===== src/rtl/core/smt_pkg.sv =====
// shared types, codes and sizes for the station mac table
// no dependencies
`default_nettype none

package smt_pkg;

  localparam int TABLE_DEPTH = 16;
  localparam int MAC_BYTES   = 6;

  localparam int MAC_W   = 48;
  localparam int KIND_W  = 2;
  localparam int STAT_W  = 3;
  localparam int POS_W   = 4;
  localparam int CNT_W   = 5;
  localparam int MAXE_W  = 5;
  localparam int ADDR_W  = $clog2(TABLE_DEPTH);

  // only the low MAC_BYTES bytes take part in a compare
  localparam logic [MAC_W-1:0] KEY_MASK =
    (MAC_BYTES * 8 >= MAC_W) ? {MAC_W{1'b1}} :
    MAC_W'((64'd1 << (MAC_BYTES * 8)) - 64'd1);

  localparam logic [KIND_W-1:0] KIND_ADD    = 2'd0;
  localparam logic [KIND_W-1:0] KIND_DELETE = 2'd1;
  localparam logic [KIND_W-1:0] KIND_SEARCH = 2'd2;

  localparam logic [STAT_W-1:0] ST_ADDED     = 3'd0;
  localparam logic [STAT_W-1:0] ST_FULL      = 3'd1;
  localparam logic [STAT_W-1:0] ST_DELETED   = 3'd2;
  localparam logic [STAT_W-1:0] ST_NOT_FOUND = 3'd3;
  localparam logic [STAT_W-1:0] ST_FOUND     = 3'd4;

  typedef struct packed {
    logic [KIND_W-1:0] kind;
    logic [MAC_W-1:0]  mac;
  } smt_req_t;

  typedef struct packed {
    logic [STAT_W-1:0] status;
    logic [POS_W-1:0]  position;
    logic [CNT_W-1:0]  entry_count;
  } smt_rsp_t;

endpackage

`default_nettype wire


===== src/rtl/core/station_mac_table_core.sv =====
// from accept to result strobe: add, refused add and unused kind go through the exec state;
// search/delete scan each entry (one ram read, one compare each), plus an end check on a miss;
// delete then moves each later entry up (read then write through the ram port).
// busy stays high for the whole request; the next beat is taken in the strobe cycle.
// reset: entry count 0, max entries 16; stored addresses are undefined until written.
`default_nettype none

module station_mac_table_core (
  input  wire logic                        clk,
  input  wire logic                        rst_n,
  input  wire logic                        start,
  output logic                             busy,
  input  wire smt_pkg::smt_req_t           in_data,
  output logic                             out_strobe,
  output smt_pkg::smt_rsp_t                out_data,
  input  wire logic                        cfg_we,
  input  wire logic [smt_pkg::MAXE_W-1:0]  cfg_wdata
);

  import smt_pkg::*;

  localparam logic [2:0] S_IDLE  = 3'd0;
  localparam logic [2:0] S_EXEC  = 3'd1;
  localparam logic [2:0] S_SCAN  = 3'd2;
  localparam logic [2:0] S_CMP   = 3'd3;
  localparam logic [2:0] S_SH_RD = 3'd4;
  localparam logic [2:0] S_SH_WR = 3'd5;

  logic [2:0]        state_r, state_nxt;
  logic [CNT_W-1:0]  count_r, count_nxt;
  logic [CNT_W-1:0]  idx_r, idx_nxt;
  logic [POS_W-1:0]  pos_r, pos_nxt;
  logic [MAXE_W-1:0] max_r;
  smt_req_t          req_r, req_nxt;
  smt_rsp_t          rsp_r, rsp_nxt;
  logic              strobe_r, strobe_nxt;

  logic [CNT_W-1:0]  cap;
  logic [CNT_W-1:0]  idx_inc;
  logic              ram_we;
  logic [ADDR_W-1:0] ram_waddr;
  logic [ADDR_W-1:0] ram_raddr;
  logic [MAC_W-1:0]  ram_wdata;
  logic [MAC_W-1:0]  ram_rdata;
  logic              hit;

  smt_ram #(
    .WIDTH (MAC_W),
    .DEPTH (TABLE_DEPTH)
  ) u_store (
    .clk   (clk),
    .we    (ram_we),
    .waddr (ram_waddr),
    .wdata (ram_wdata),
    .raddr (ram_raddr),
    .rdata (ram_rdata)
  );

  // capacity saturates at the table depth
  assign cap = (max_r > MAXE_W'(TABLE_DEPTH)) ? CNT_W'(TABLE_DEPTH) : CNT_W'(max_r);
  assign idx_inc = idx_r + CNT_W'(1);
  assign hit = ((ram_rdata ^ req_r.mac) & KEY_MASK) == '0;

  always_comb begin
    state_nxt  = state_r;
    count_nxt  = count_r;
    idx_nxt    = idx_r;
    pos_nxt    = pos_r;
    req_nxt    = req_r;
    rsp_nxt    = rsp_r;
    strobe_nxt = 1'b0;
    ram_we     = 1'b0;
    ram_waddr  = idx_r[ADDR_W-1:0];
    ram_wdata  = req_r.mac;
    ram_raddr  = idx_r[ADDR_W-1:0];

    case (state_r)
      S_IDLE: begin
        if (start) begin
          req_nxt   = in_data;
          idx_nxt   = '0;
          state_nxt = S_EXEC;
        end
      end
      S_EXEC: begin
        case (req_r.kind)
          KIND_ADD: begin
            state_nxt  = S_IDLE;
            strobe_nxt = 1'b1;
            if (count_r >= cap) begin
              rsp_nxt = '{status: ST_FULL, position: '0, entry_count: count_r};
            end else begin
              ram_we    = 1'b1;
              ram_waddr = count_r[ADDR_W-1:0];
              count_nxt = count_r + CNT_W'(1);
              rsp_nxt   = '{status: ST_ADDED, position: count_r[POS_W-1:0],
                            entry_count: count_r + CNT_W'(1)};
            end
          end
          KIND_DELETE, KIND_SEARCH: begin
            state_nxt = S_SCAN;
          end
          default: begin
            state_nxt  = S_IDLE;
            strobe_nxt = 1'b1;
            rsp_nxt    = '{status: ST_NOT_FOUND, position: '0, entry_count: count_r};
          end
        endcase
      end
      S_SCAN: begin
        if (idx_r == count_r) begin
          state_nxt  = S_IDLE;
          strobe_nxt = 1'b1;
          rsp_nxt    = '{status: ST_NOT_FOUND, position: '0, entry_count: count_r};
        end else begin
          state_nxt = S_CMP;
        end
      end
      S_CMP: begin
        if (hit) begin
          pos_nxt = idx_r[POS_W-1:0];
          if (req_r.kind == KIND_SEARCH) begin
            state_nxt  = S_IDLE;
            strobe_nxt = 1'b1;
            rsp_nxt    = '{status: ST_FOUND, position: idx_r[POS_W-1:0],
                           entry_count: count_r};
          end else begin
            state_nxt = S_SH_RD;
          end
        end else begin
          idx_nxt   = idx_inc;
          state_nxt = S_SCAN;
        end
      end
      S_SH_RD: begin
        // last entry reached: the tail simply drops off
        if (idx_inc >= count_r) begin
          count_nxt  = count_r - CNT_W'(1);
          state_nxt  = S_IDLE;
          strobe_nxt = 1'b1;
          rsp_nxt    = '{status: ST_DELETED, position: pos_r,
                         entry_count: count_r - CNT_W'(1)};
        end else begin
          ram_raddr = idx_inc[ADDR_W-1:0];
          state_nxt = S_SH_WR;
        end
      end
      S_SH_WR: begin
        ram_we    = 1'b1;
        ram_wdata = ram_rdata;
        idx_nxt   = idx_inc;
        state_nxt = S_SH_RD;
      end
      default: begin
        state_nxt = S_IDLE;
      end
    endcase
  end

  always_ff @(posedge clk) begin
    if (!rst_n) begin
      state_r  <= S_IDLE;
      count_r  <= '0;
      max_r    <= MAXE_W'(TABLE_DEPTH);
      strobe_r <= 1'b0;
    end else begin
      state_r  <= state_nxt;
      count_r  <= count_nxt;
      strobe_r <= strobe_nxt;
      if (cfg_we) begin
        max_r <= cfg_wdata;
      end
    end
  end

  always_ff @(posedge clk) begin
    idx_r <= idx_nxt;
    pos_r <= pos_nxt;
    req_r <= req_nxt;
    rsp_r <= rsp_nxt;
  end

  assign busy       = (state_r != S_IDLE);
  assign out_strobe = strobe_r;
  assign out_data   = rsp_r;

endmodule

`default_nettype wire


===== src/rtl/core/smt_ram.sv =====
// generic single-write, single-read ram with registered read data
// no dependencies
`default_nettype none

module smt_ram #(
  parameter int WIDTH = 48,
  parameter int DEPTH = 16
) (
  input  wire logic                     clk,
  input  wire logic                     we,
  input  wire logic [$clog2(DEPTH)-1:0] waddr,
  input  wire logic [WIDTH-1:0]         wdata,
  input  wire logic [$clog2(DEPTH)-1:0] raddr,
  output logic      [WIDTH-1:0]         rdata
);

  logic [WIDTH-1:0] mem [DEPTH];

  always_ff @(posedge clk) begin
    if (we) begin
      mem[waddr] <= wdata;
    end
    rdata <= mem[raddr];
  end

endmodule

`default_nettype wire


===== config.mk =====
export PLATFORM = sky130hd
export DESIGN_NAME = station_mac_table_core
export DESIGN_NICKNAME = d
export VERILOG_FILES = /design/src/rtl/core/smt_pkg.sv /design/src/rtl/core/station_mac_table_core.sv /design/src/rtl/core/smt_ram.sv
export SDC_FILE = /design/constraint.sdc
export NUM_CORES = 1
export LEC_CHECK = 0
export ABC_AREA = 1
export ABC_CLOCK_PERIOD_IN_PS = 11400
export BUFFER_PORTS_ARGS = -buffer_cell sky130_fd_sc_hd__buf_4
export CORE_AREA = 2 2 257 259
export CTS_BUF_LIST = sky130_fd_sc_hd__clkbuf_8
export CTS_CLUSTER_SIZE = 40
export DETAILED_ROUTE_END_ITERATION = 10
export DIE_AREA = 0 0 259 261
export PLACE_DENSITY_LB_ADDON = 0.25
export SLEW_MARGIN = 20
export SYNTH_ARGS = -nofsm -noshare
export SYNTH_HDL_FRONTEND = slang
export SYNTH_SLANG_ARGS = --single-unit

===== constraint.sdc =====
create_clock -name clk -period 11.4 [get_ports clk]
set_input_delay 1.14 -clock clk [delete_from_list [all_inputs] [get_ports clk]]
set_output_delay 1.14 -clock clk [all_outputs]
set_load 0.05 [all_outputs]

# Word level (Yosys, flattened, before mapping)
# Memory sizes are Yosys's and may differ from the RTL's. A register that Yosys moved wholly into a read port is not among the register bits.
# Cells that the tools add are included.
[totals]
n_memories = 1
reg_bits = 85
inputBits = 59
word_cells = 88
ram_bits = 768
output_inout_bits = 14
[memory_table]
columns = ["name", "depth", "word_bits", "read_ports", "rd_ports_with_merged_regs", "wr", "line_no", "source"]
rows = [
  ["u_store.mem", 16, 48, 1, 1, 1, "smt_ram.sv:17", "logic [WIDTH-1:0] mem [DEPTH];"],
]
[classes]
n_mux = 39
n_eq_ne = 17
bitwise = 1
reduce_logical = 13
add_sub_neg = 3
order_cmp = 3
[op_table]
columns = ["cell", "count"]
rows = [
  ["logical NOT 48 bit", 1],
  ["two-way mux 12 bit", 4],
  ["two-way mux 48 bit", 1],
  ["case mux 12 bit (4 select lines)", 1],
  ["XOR 48 bit", 1],
  ["two-way mux 5 bit", 6],
  ["case mux 12 bit (2 select lines)", 1],
  ["two-way mux 4 bit", 5],
  ["case mux 3 bit (6 select lines)", 1],
  ["!= test 2 bit, second input constant", 8],
  ["case mux 5 bit (3 select lines)", 1],
  ["two-way mux 3 bit", 4],
  ["adder 5 x 1 -> 5 bit, second input constant", 2],
  ["greater-or-equal comparator 5 bit", 2],
  ["two-way mux 10 bit", 1],
  ["case mux 5 bit (2 select lines)", 1],
  ["two-way mux 1 bit", 9],
  ["== test 3 x 2 -> 1 bit, second input constant", 2],
  ["== test 3 bit, second input constant", 2],
  ["AND reduction 6 bit", 1],
  ["nonzero test 3 bit", 2],
  ["== test 5 bit", 1],
  ["greater-than comparator 5 bit, second input constant", 1],
  ["subtractor 5 x 1 -> 5 bit, second input constant", 1],
  ["other kinds (15)", 17],
]

# Logic depth before layout (Yosys ltp)
# Gate-level depths: netlist of the first run.
[depth]
ltp_word = 8
mapped_depth = 19
ltp_nobuf = 17

# Cells and area by module
# Synthesis of the first run repeated with hierarchy kept, for this count alone.
[unflattened]
hier_cells = 3823
area_unflattened_um2 = 39355.2
[by_module_without_submodules]
columns = ["module", "seq_area_each_um2", "area_each_um2", "cells_each", "n_inst"]
rows = [
  ["smt_ram", 24023.0, 33988.8, 3165, 1],
  ["station_mac_table_core", 2412.3, 5366.4, 658, 1],
]

# Worst setup path after synthesis of the first run
# OpenSTA, ideal clock, no wires.
[synth_path]
kind = "reg-to-reg"
startpoint = "reg max_r[1]"
endpoint = "mem u_store.mem[10][0], enable pin"
required_time_ps = 10946
n_path_buf = 0
path_stages_with_launch = 15
setup_ps = 454
period_less_slack_ps = 4484
arrival_time_ps = 4031
path_slack_ps = 6916
cell_sequence = "dfxtp_1 -> nor3_1 -> nand2_1 -> nand2_1 -> nand2_1 -> ha_1 -> nand2_1 -> inv_1 -> nand4_1 -> o211ai_1 -> nor2_1 -> nand3_1 -> o21ai_0 -> nand2_1 -> nor2_1"
[synth_via]
elab_chain_len = 8
word_cells_on_any_way = 11
cone_classes = "2 x order compare; 9 x mux"
[synth_rtl]
columns = ["element", "line_no", "source"]
rows = [
  ["start, declared", "station_mac_table_core.sv:33", "logic [MAXE_W-1:0] max_r;"],
  ["start signal, assigned", "station_mac_table_core.sv:164", "max_r <= MAXE_W'(TABLE_DEPTH);"],
  ["start signal, assigned", "station_mac_table_core.sv:171", "max_r <= cfg_wdata;"],
  ["greater-than comparator 5 bit", "station_mac_table_core.sv:60", "assign cap = (max_r > MAXE_W'(TABLE_DEPTH)) ? CNT_W'(TABLE_DEPTH) : CNT_W'(max_r);"],
  ["two-way mux 5 bit (*)", "station_mac_table_core.sv:60", ""],
  ["greater-or-equal comparator 5 bit (*)", "station_mac_table_core.sv:90", "if (count_r >= cap) begin"],
  ["two-way mux 1 bit", "station_mac_table_core.sv:90", ""],
  ["two-way mux 1 bit", "station_mac_table_core.sv:86", "case (req_r.kind)"],
  ["case mux 1 bit (2 select lines)", "station_mac_table_core.sv:77", "case (state_r)"],
  ["two-way mux 1 bit", "smt_ram.sv:20", "if (we) begin"],
  ["two-way mux 1 bit (implied by the code)", "smt_ram.sv:21", "mem[waddr] <= wdata;"],
  ["end, declared", "smt_ram.sv:17", ""],
]
# Mark *: on every way between the ends. The rest lies on a longest branch, timed or not.

# Worst setup path in the final report of the first run
[layout_path]
startpoint = "reg idx_r[0]"
endpoint = "reg u_store.rdata[27], read port of u_store.mem"
[layout_via]
elab_chain_len = 4
[layout_rtl]
columns = ["element", "line_no", "source"]
rows = [
  ["start, declared", "station_mac_table_core.sv:31", "logic [CNT_W-1:0] idx_r, idx_nxt;"],
  ["start signal, assigned", "station_mac_table_core.sv:177", "idx_r <= idx_nxt;"],
  ["adder 5 x 1 -> 5 bit", "station_mac_table_core.sv:61", "assign idx_inc = idx_r + CNT_W'(1);"],
  ["via idx_inc[4]", "station_mac_table_core.sv:39", "logic [CNT_W-1:0] idx_inc;"],
  ["greater-or-equal comparator 5 bit", "station_mac_table_core.sv:137", "if (idx_inc >= count_r) begin"],
  ["two-way mux 4 bit", "station_mac_table_core.sv:137", ""],
  ["two-way mux 4 bit", "station_mac_table_core.sv:77", ""],
  ["end, declared", "smt_ram.sv:14", "output logic [WIDTH-1:0] rdata"],
]
# The timed path passes the listed nets, and every way through them passes these cells.
# A chain may end at the register's enable or synchronous reset.

==> results.sh, run 1 <==
export IMPL_run_status="completed"
export IMPL_start_util_pct=59.5
export IMPL_core_area_sq_mm=0.0650
export IMPL_synth_enable_flop_cells=839
export IMPL_post_drt_wl_per_cell_um=20.6
export IMPL_cts_buffers=148
export IMPL_postPlaceCellArea_sq_mm=0.0399
export IMPL_syn_area_sq_mm=0.0387
export IMPL_vias_per_cell=5.74
export IMPL_synthArstFlopShare_pct=0
export IMPL_clockBufferDepth=3
export IMPL_grt_pass1_wl_um=145000
export IMPL_fin_area_sq_mm=0.0427
export IMPL_rsz0062_at_grt="false"
export IMPL_synth_top_area_share_pct=65.1
export IMPL_cts_hold_buf=0
export IMPL_synth_largest_area_cell="edfxtp_1"
export IMPL_maxCapViolations=0
export IMPL_first_global_vias=24800
export IMPL_nets=3724
export IMPL_grt_met3_usage_pct=5.55
export IMPL_clkSinkCount=901
export IMPL_drtIter0Drc=3380
export IMPL_post_cts_buffers=0
export IMPL_grtUsageMet2_pct=45.6
export IMPL_grt_busiest_layer="met2"
export IMPL_clk_pin_slew_ns=0.06
export IMPL_setup_violations=0
export IMPL_arrival_ns=6.37
export IMPL_slew_viol_final=0
export IMPL_routabilityCongestion=0.837
export IMPL_whs_endpoint="max_r[0]$_SDFFE_PN0P_"
export IMPL_cp_required_ns=12.09
export IMPL_tritoncts="yes"
export IMPL_vias=26600
export IMPL_setup_worst_path_start_class="flip-flop"
export IMPL_dp_final_hpwl_um=43800
export IMPL_port_buffers=72
export IMPL_syn_inst=3590
export IMPL_use_met1_pct=39.5
export IMPL_ioPinCount=73
export IMPL_overflow=0
export IMPL_reg2reg_slack_ns=5.72
export IMPL_drt_first_pass_iters=6
export IMPL_area_delta_synth_final_pct=10.5
export IMPL_die_h_um=261
export IMPL_grt_max_degree=193
export IMPL_fp_dieArea_sq_mm=0.0676
export IMPL_synthesis_nets=3665
export IMPL_yosysMostFrequentCell="nand2_1"
export IMPL_final_setup_tns_ns=0
export IMPL_totalWireLength_um=95500
export IMPL_irDropWorstVdd_v=0.000120
export IMPL_r2r_start="idx_r[0]$_SDFFCE_PN0P_"
export IMPL_synth_top_cells_by_area="edfxtp_1, nand3_1, nand2_1"
export IMPL_avgSynthCellArea_sq_um=10.8
export IMPL_yosysSeqAreaShare_pct=68.4
export IMPL_finalCritPeriodShare_pct=49.8
export IMPL_ys_flop_type="edfxtp_1"
export IMPL_powerDensity_mw_per_mm2=191
export IMPL_synth_cell_types=35
export IMPL_antenna_found_initial=1
export IMPL_final_antenna_net_count=0
export IMPL_critPathKind="flip-flop to flip-flop"
export IMPL_h_tree_depth=4
export IMPL_max_slew_margin_rel_pct=23.0
export IMPL_fmax_ghz=0.176
export IMPL_path_max_fanout=106
export IMPL_worst_slew_pin_slew_ns=1.15
export IMPL_p_leak_uw=0.0173
export IMPL_root_buffer="clkbuf_8"
export IMPL_finalCriticalPeriod_ns=5.68
export IMPL_yosys_register_bits=901
export IMPL_clk_latency_ns=0.81
export IMPL_end_kind="flip-flop"
export IMPL_rr_worst_depth=18
export IMPL_die_w_um=259
export IMPL_post_route_drc_count=0
export IMPL_post_cts_resized=0
export IMPL_hold_depth=2
export IMPL_skew_ns=0.0321
export IMPL_hp_start="max_r[0]$_SDFFE_PN0P_"
export IMPL_ys_warn_count=0
export IMPL_hold_violations=0
export IMPL_fp_row_count=94
export IMPL_synth_top_cells_by_count="nand2_1, edfxtp_1, nand3_1, inv_1, buf_2"
export IMPL_drive_gt1_share_pct=9.10
export IMPL_groute_usage_overall_pct=28.5
export IMPL_min_path_type="flip-flop to flip-flop"
export IMPL_rr_endpoint="u_store.rdata[27]$_DFF_P_"
## final cells by class
type                            count  area [sq um]
Antenna cell                        1          2.50
Clock buffer                      165          2270
Clock inverter                    105           500
Fill cell                        4917         22300
Inverter                          350          1320
Multi-Input combinational cell   2127         10100
Sequential cell                   901         26400
Tap cell                          864          1080
Timing Repair Buffer              121           973
## through the flow
step	hold slack, ns	cells	utilization, %	total power (uW)	setup WS [ns]
floorplan	0.450	3590	-	5120	6.92
global placement	0.475	4360	61.3	5540	6.01
detailed placement	0.484	4360	61.3	5570	5.85
CTS	0.435	4630	65.6	8180	5.85
global route	0.462	4634	65.7	8520	5.39
finish	0.490	4634	65.7	8160	5.72
## power by group
group | leakage, uW | switching [uW] | internal (uW)
Combinational | 0.00753 | 1130 | 457
Clock | 0.00166 | 1260 | 1370
Sequential | 0.00810 | 107 | 3840
## sequential cells by signal (all words and copies together), names as in the netlist
| signal | cells |
|---|---|
| u_store.mem | 768 |
| req_r | 50 |
| u_store.rdata | 48 |
| out_data | 12 |
| count_r | 5 |
| idx_r | 5 |
| max_r | 5 |
| pos_r | 4 |
| state_r | 3 |
| out_strobe | 1 |
## critical path: stages, from the launching register on
cell	delay, ns
edfxtp_1	0.54
ha_1	0.30
nand3_1	0.11
xor2_1	0.18
inv_1	0.07
ha_1	0.28
nand2_1	0.08
nor2_1	0.05
nand2_1	0.17
nand4_4	0.25
nand2_8	0.54
buf_4	0.83
buf_4	0.63
buf_4	0.71
nand3_1	0.17
nand3_1	0.15
nand3_1	0.09
nand3_1	0.13
nand2_1	0.07
## cell usage in the layout (no fill, tap or decap), types with 18 or more instances in the layout
cell type / synthesis / routed
a21oi_1: 18 / 18
buf_4: 4 / 117
clkbuf_8: 0 / 165
dfxtp_1: 62 / 62
edfxtp_1: 839 / 839
inv_1: 343 / 412
nand2_1: 1011 / 1011
nand3_1: 791 / 791
nand3b_1: 96 / 96
nor2_1: 70 / 52
nor2_4: 1 / 19
o21ai_0: 30 / 29
xor2_1: 40 / 40
## routing by layer
layer  wire [um]  share of wire, %
met1       38600                40
met4        2270               2.4
met5           0                 0
met2       45300                47
met3        9380               9.8
## worst max path at each step
| stage | start | end | slack (ns) |
|---|---|---|---|
| after global routing | idx_r[0]$_SDFFCE_PN0P_ | u_store.rdata[26]$_DFF_P_ | 5.39 |
| after CTS | idx_r[0]$_SDFFCE_PN0P_ | u_store.rdata[27]$_DFF_P_ | 5.85 |
| after detailed placement | idx_r[0]$_SDFFCE_PN0P_ | u_store.rdata[27]$_DFF_P_ | 5.85 |
| final | idx_r[0]$_SDFFCE_PN0P_ | u_store.rdata[27]$_DFF_P_ | 5.72 |
| after global placement | idx_r[0]$_SDFFCE_PN0P_ | u_store.rdata[27]$_DFF_P_ | 6.01 |
| after floorplan | max_r[1]$_SDFFE_PN0P_ | u_store.mem[10][0]$_DFFE_PP_ | 6.92 |
## kinds of logic after synthesis
| group | synth area share, % |
|---|---|
| XOR/XNOR | 1.11 |
| flip-flops | 68.4 |
| AND/OR/NAND/NOR | 23.1 |
| adder cells (fa/ha/maj) | 0.518 |
| AO/OA/AOI/OAI | 0.961 |
| buffers and inverters | 5.98 |
(Power assumes the default switching activity.)
==> run 2: changes to the inputs <==
--- a/config.mk
+++ b/config.mk
@@ -5,14 +5,14 @@
 export SDC_FILE = /design/constraint.sdc
 export NUM_CORES = 1
 export LEC_CHECK = 0
-export ABC_AREA = 1
-export ABC_CLOCK_PERIOD_IN_PS = 11400
+export ABC_AREA = 0
+export ABC_CLOCK_PERIOD_IN_PS = 5500
 export BUFFER_PORTS_ARGS = -buffer_cell sky130_fd_sc_hd__buf_4
-export CORE_AREA = 2 2 257 259
+export CORE_AREA = 2 2 250 252
 export CTS_BUF_LIST = sky130_fd_sc_hd__clkbuf_8
 export CTS_CLUSTER_SIZE = 40
 export DETAILED_ROUTE_END_ITERATION = 10
-export DIE_AREA = 0 0 259 261
+export DIE_AREA = 0 0 252 254
 export PLACE_DENSITY_LB_ADDON = 0.25
 export SLEW_MARGIN = 20
 export SYNTH_ARGS = -nofsm -noshare
==> constraint.sdc (replaced) <==
create_clock -name clk -period 5.5 [get_ports clk]
set_input_delay 0.55 -clock clk [delete_from_list [all_inputs] [get_ports clk]]
set_output_delay 0.55 -clock clk [all_outputs]
set_load 0.05 [all_outputs]
==> run 2 against run 1 <==
Via count decreased by 13%. Count of clock-buffer cells in the layout decreased by 2. Area after synthesis decreased by 5.7%. First-iteration DRC count decreased by 13%. Core utilization increased by 1.8 points. Sequential power increased by 97%. Setup slack got worse by 4.9 ns. Cell area decreased by 3.3%.
==> results.sh, run 2 <==
export IMPL_finalCriticalPeriod_ns=4.66
export IMPL_first_global_vias=22600
export IMPL_dp_final_hpwl_um=47000
export IMPL_min_path_type="input pin to flip-flop"
export IMPL_postPlaceCellArea_sq_mm=0.0380
export IMPL_run_status="completed"
export IMPL_hold_violations=0
export IMPL_start_util_pct=59.6
export IMPL_timing_hold_ws_ns=0.0635
export IMPL_avgSynthCellArea_sq_um=15.1
export IMPL_synth_top_cells_by_count="edfxtp_1, and3_1, nand2_1, clkbuf_1, a2111oi_0"
export IMPL_diodes=0
export IMPL_fmax_ghz=0.215
export IMPL_synth_top_area_share_pct=69.0
export IMPL_skew_ns=0.0319
export IMPL_final_cell_mix="edfxtp_1, and3_1, nand2_1, clkbuf_8, buf_4"
export IMPL_grt_pass1_wl_um=139000
export IMPL_hold_depth=2
export IMPL_vias=23100
export IMPL_yosysMostFrequentCell="edfxtp_1"
export IMPL_overflow=0
export IMPL_ys_flop_type="edfxtp_1"
export IMPL_top_register="u_store.mem"
export IMPL_port_buffers=72
export IMPL_synth_top_cells_by_area="edfxtp_1, and3_1, dfxtp_1"
export IMPL_reg_largest_list="u_store.mem: 768 flops, req_r: 50 flops, u_store.rdata: 48 flops"
export IMPL_post_route_drc_count=0
export IMPL_arrival_ns=5.33
export IMPL_drive_gt1_share_pct=15.0
export IMPL_post_drt_wl_per_cell_um=27.4
export IMPL_area_delta_synth_final_pct=13.2
export IMPL_yosys_register_bits=901
export IMPL_finalCritPeriodShare_pct=84.7
export IMPL_final_antenna_net_count=0
export IMPL_synthArstFlopShare_pct=0
export IMPL_groute_usage_overall_pct=29.6
export IMPL_drt_first_pass_iters=5
export IMPL_worst_slew_pin_slew_ns=1.21
export IMPL_slew_viol_final=0
export IMPL_core_area_sq_mm=0.0613
export IMPL_nets=2640
export IMPL_fin_area_sq_mm=0.0413
export IMPL_final_setup_tns_ns=0
export IMPL_ioPinCount=73
export IMPL_cp_required_ns=6.17
export IMPL_max_slew_margin_rel_pct=18.9
export IMPL_largest_register_ff_count=768
export IMPL_powerDensity_mw_per_mm2=353
export IMPL_final_common_cell="edfxtp_1"
export IMPL_syn_area_sq_mm=0.0365
export IMPL_synth_cell_types=68
export IMPL_syn_inst=2424
export IMPL_clkSinkCount=901
export IMPL_tritoncts="yes"
export IMPL_fp_row_count=91
export IMPL_post_cts_resized=0
export IMPL_synth_enable_flop_cells=839
export IMPL_setup_violations=0
export IMPL_irDropWorstVdd_v=0.000320
export IMPL_end_kind="flip-flop"
export IMPL_clk_latency_ns=0.80
export IMPL_drtIter0Drc=2936
export IMPL_path_max_fanout=71
export IMPL_rr_worst_depth=12
export IMPL_vias_per_cell=6.66
export IMPL_post_cts_buffers=0
export IMPL_antenna_found_initial=0
export IMPL_root_buffer="clkbuf_8"
export IMPL_synthesis_nets=2499
export IMPL_clockBufferDepth=3
export IMPL_yosysSeqAreaShare_pct=72.4
export IMPL_clk_pin_slew_ns=0.06
export IMPL_maxCapViolations=0
export IMPL_totalWireLength_um=95000
export IMPL_synth_largest_area_cell="edfxtp_1"
export IMPL_critPathKind="flip-flop to flip-flop"
export IMPL_p_leak_uw=0.0144
export IMPL_die_w_um=252
export IMPL_ys_warn_count=0
export IMPL_cts_buffers=143
export IMPL_n_fill_cell=4239
export IMPL_grt_max_degree=235
export IMPL_routabilityCongestion=0.862
export IMPL_fp_dieArea_sq_mm=0.0640
export IMPL_rsz0062_at_grt="false"
export IMPL_setup_worst_path_start_class="flip-flop"
export IMPL_h_tree_depth=4
export IMPL_die_h_um=254
run 2: stage by stage:
step / instances / worst slack, ns / total power, uW / util, %
2_1_floorplan: 2424 / 0.509 / 8810 / -
5_1_grt: 3472 / 0.583 / 15000 / 67.4
3_5_place_dp: 3152 / 0.722 / 9330 / 62.1
3_3_place_gp: 3150 / 0.879 / 9280 / 62.0
6_report: 3472 / 0.841 / 14600 / 67.4
4_1_cts: 3471 / 0.699 / 14600 / 67.4
run 2: layout make-up:
cell class	count	area, sq um	area share (%)
clock buffer	163	2240	5.43
inverter	17	63.8	0.154
sequential	901	26400	64.0
multi-input combinational	1311	9360	22.7
tap	790	988	2.39
clock inverter	99	460	1.11
timing repair buffer	191	1760	4.26
run 2: metal layers:
| layer | share of wire (%) | track usage (%) | vias up |
|---|---|---|---|
| met5 | 0 | 0 | - |
| met4 | 3.9 | 13.8 | 0 |
| met3 | 9.8 | 5.90 | 267 |
| met2 | 46 | 46.0 | 1379 |
| met1 | 40 | 40.9 | 11500 |
| li1 | - | - | 9977 |
run 2: kinds of logic after synthesis:
| logic type | synth area share (%) |
|---|---|
| and+or+nand+nor | 8.97 |
| xor gates and xnor gates | 1.63 |
| DFF | 72.4 |
| adders and majority gates | 0.549 |
| AOI/OAI and AO/OA | 10.2 |
| muxes | 3.68 |
| buffers and inverters | 2.53 |
run 2: worst paths after layout:
path | from | end | slack [ns]
worst max-delay path | idx_r[1]$_SDFFCE_PN0P_ | u_store.rdata[33]$_DFF_P_ | 0.84
worst min-delay path | rst_n | count_r[3]$_SDFFE_PN0P_ | 0.06
worst min register to register | max_r[0]$_SDFFE_PN0P_ | max_r[0]$_SDFFE_PN0P_ | 0.53
worst max register to register | idx_r[1]$_SDFFCE_PN0P_ | u_store.rdata[33]$_DFF_P_ | 0.84
run 2: repair_timing:
item | CTS | global route
endpoints found under the hold margin | 55 | 0
setup endpoints to repair | 0 | 0
hold buffers | 57 | 0
run 2: report_power, final:
part           switching [uW]  internal (uW)  total, uW
sequential                105           7690       7790
clock                    2590           2760       5350
combinational             975            486       1460
run 2: worst max-delay path: stages, from the launching register on:
cell and delay [ns]:
edfxtp_1 0.69, ha_1 0.33, nand3_1 0.11, xnor2_1 0.24, ha_1 0.40, a21oi_1 0.36
nand2_1 0.19, a31oi_4 0.30, mux2_8 0.61, nor2_4 0.52, buf_12 0.30, a221oi_1 0.13
a22o_1 0.27
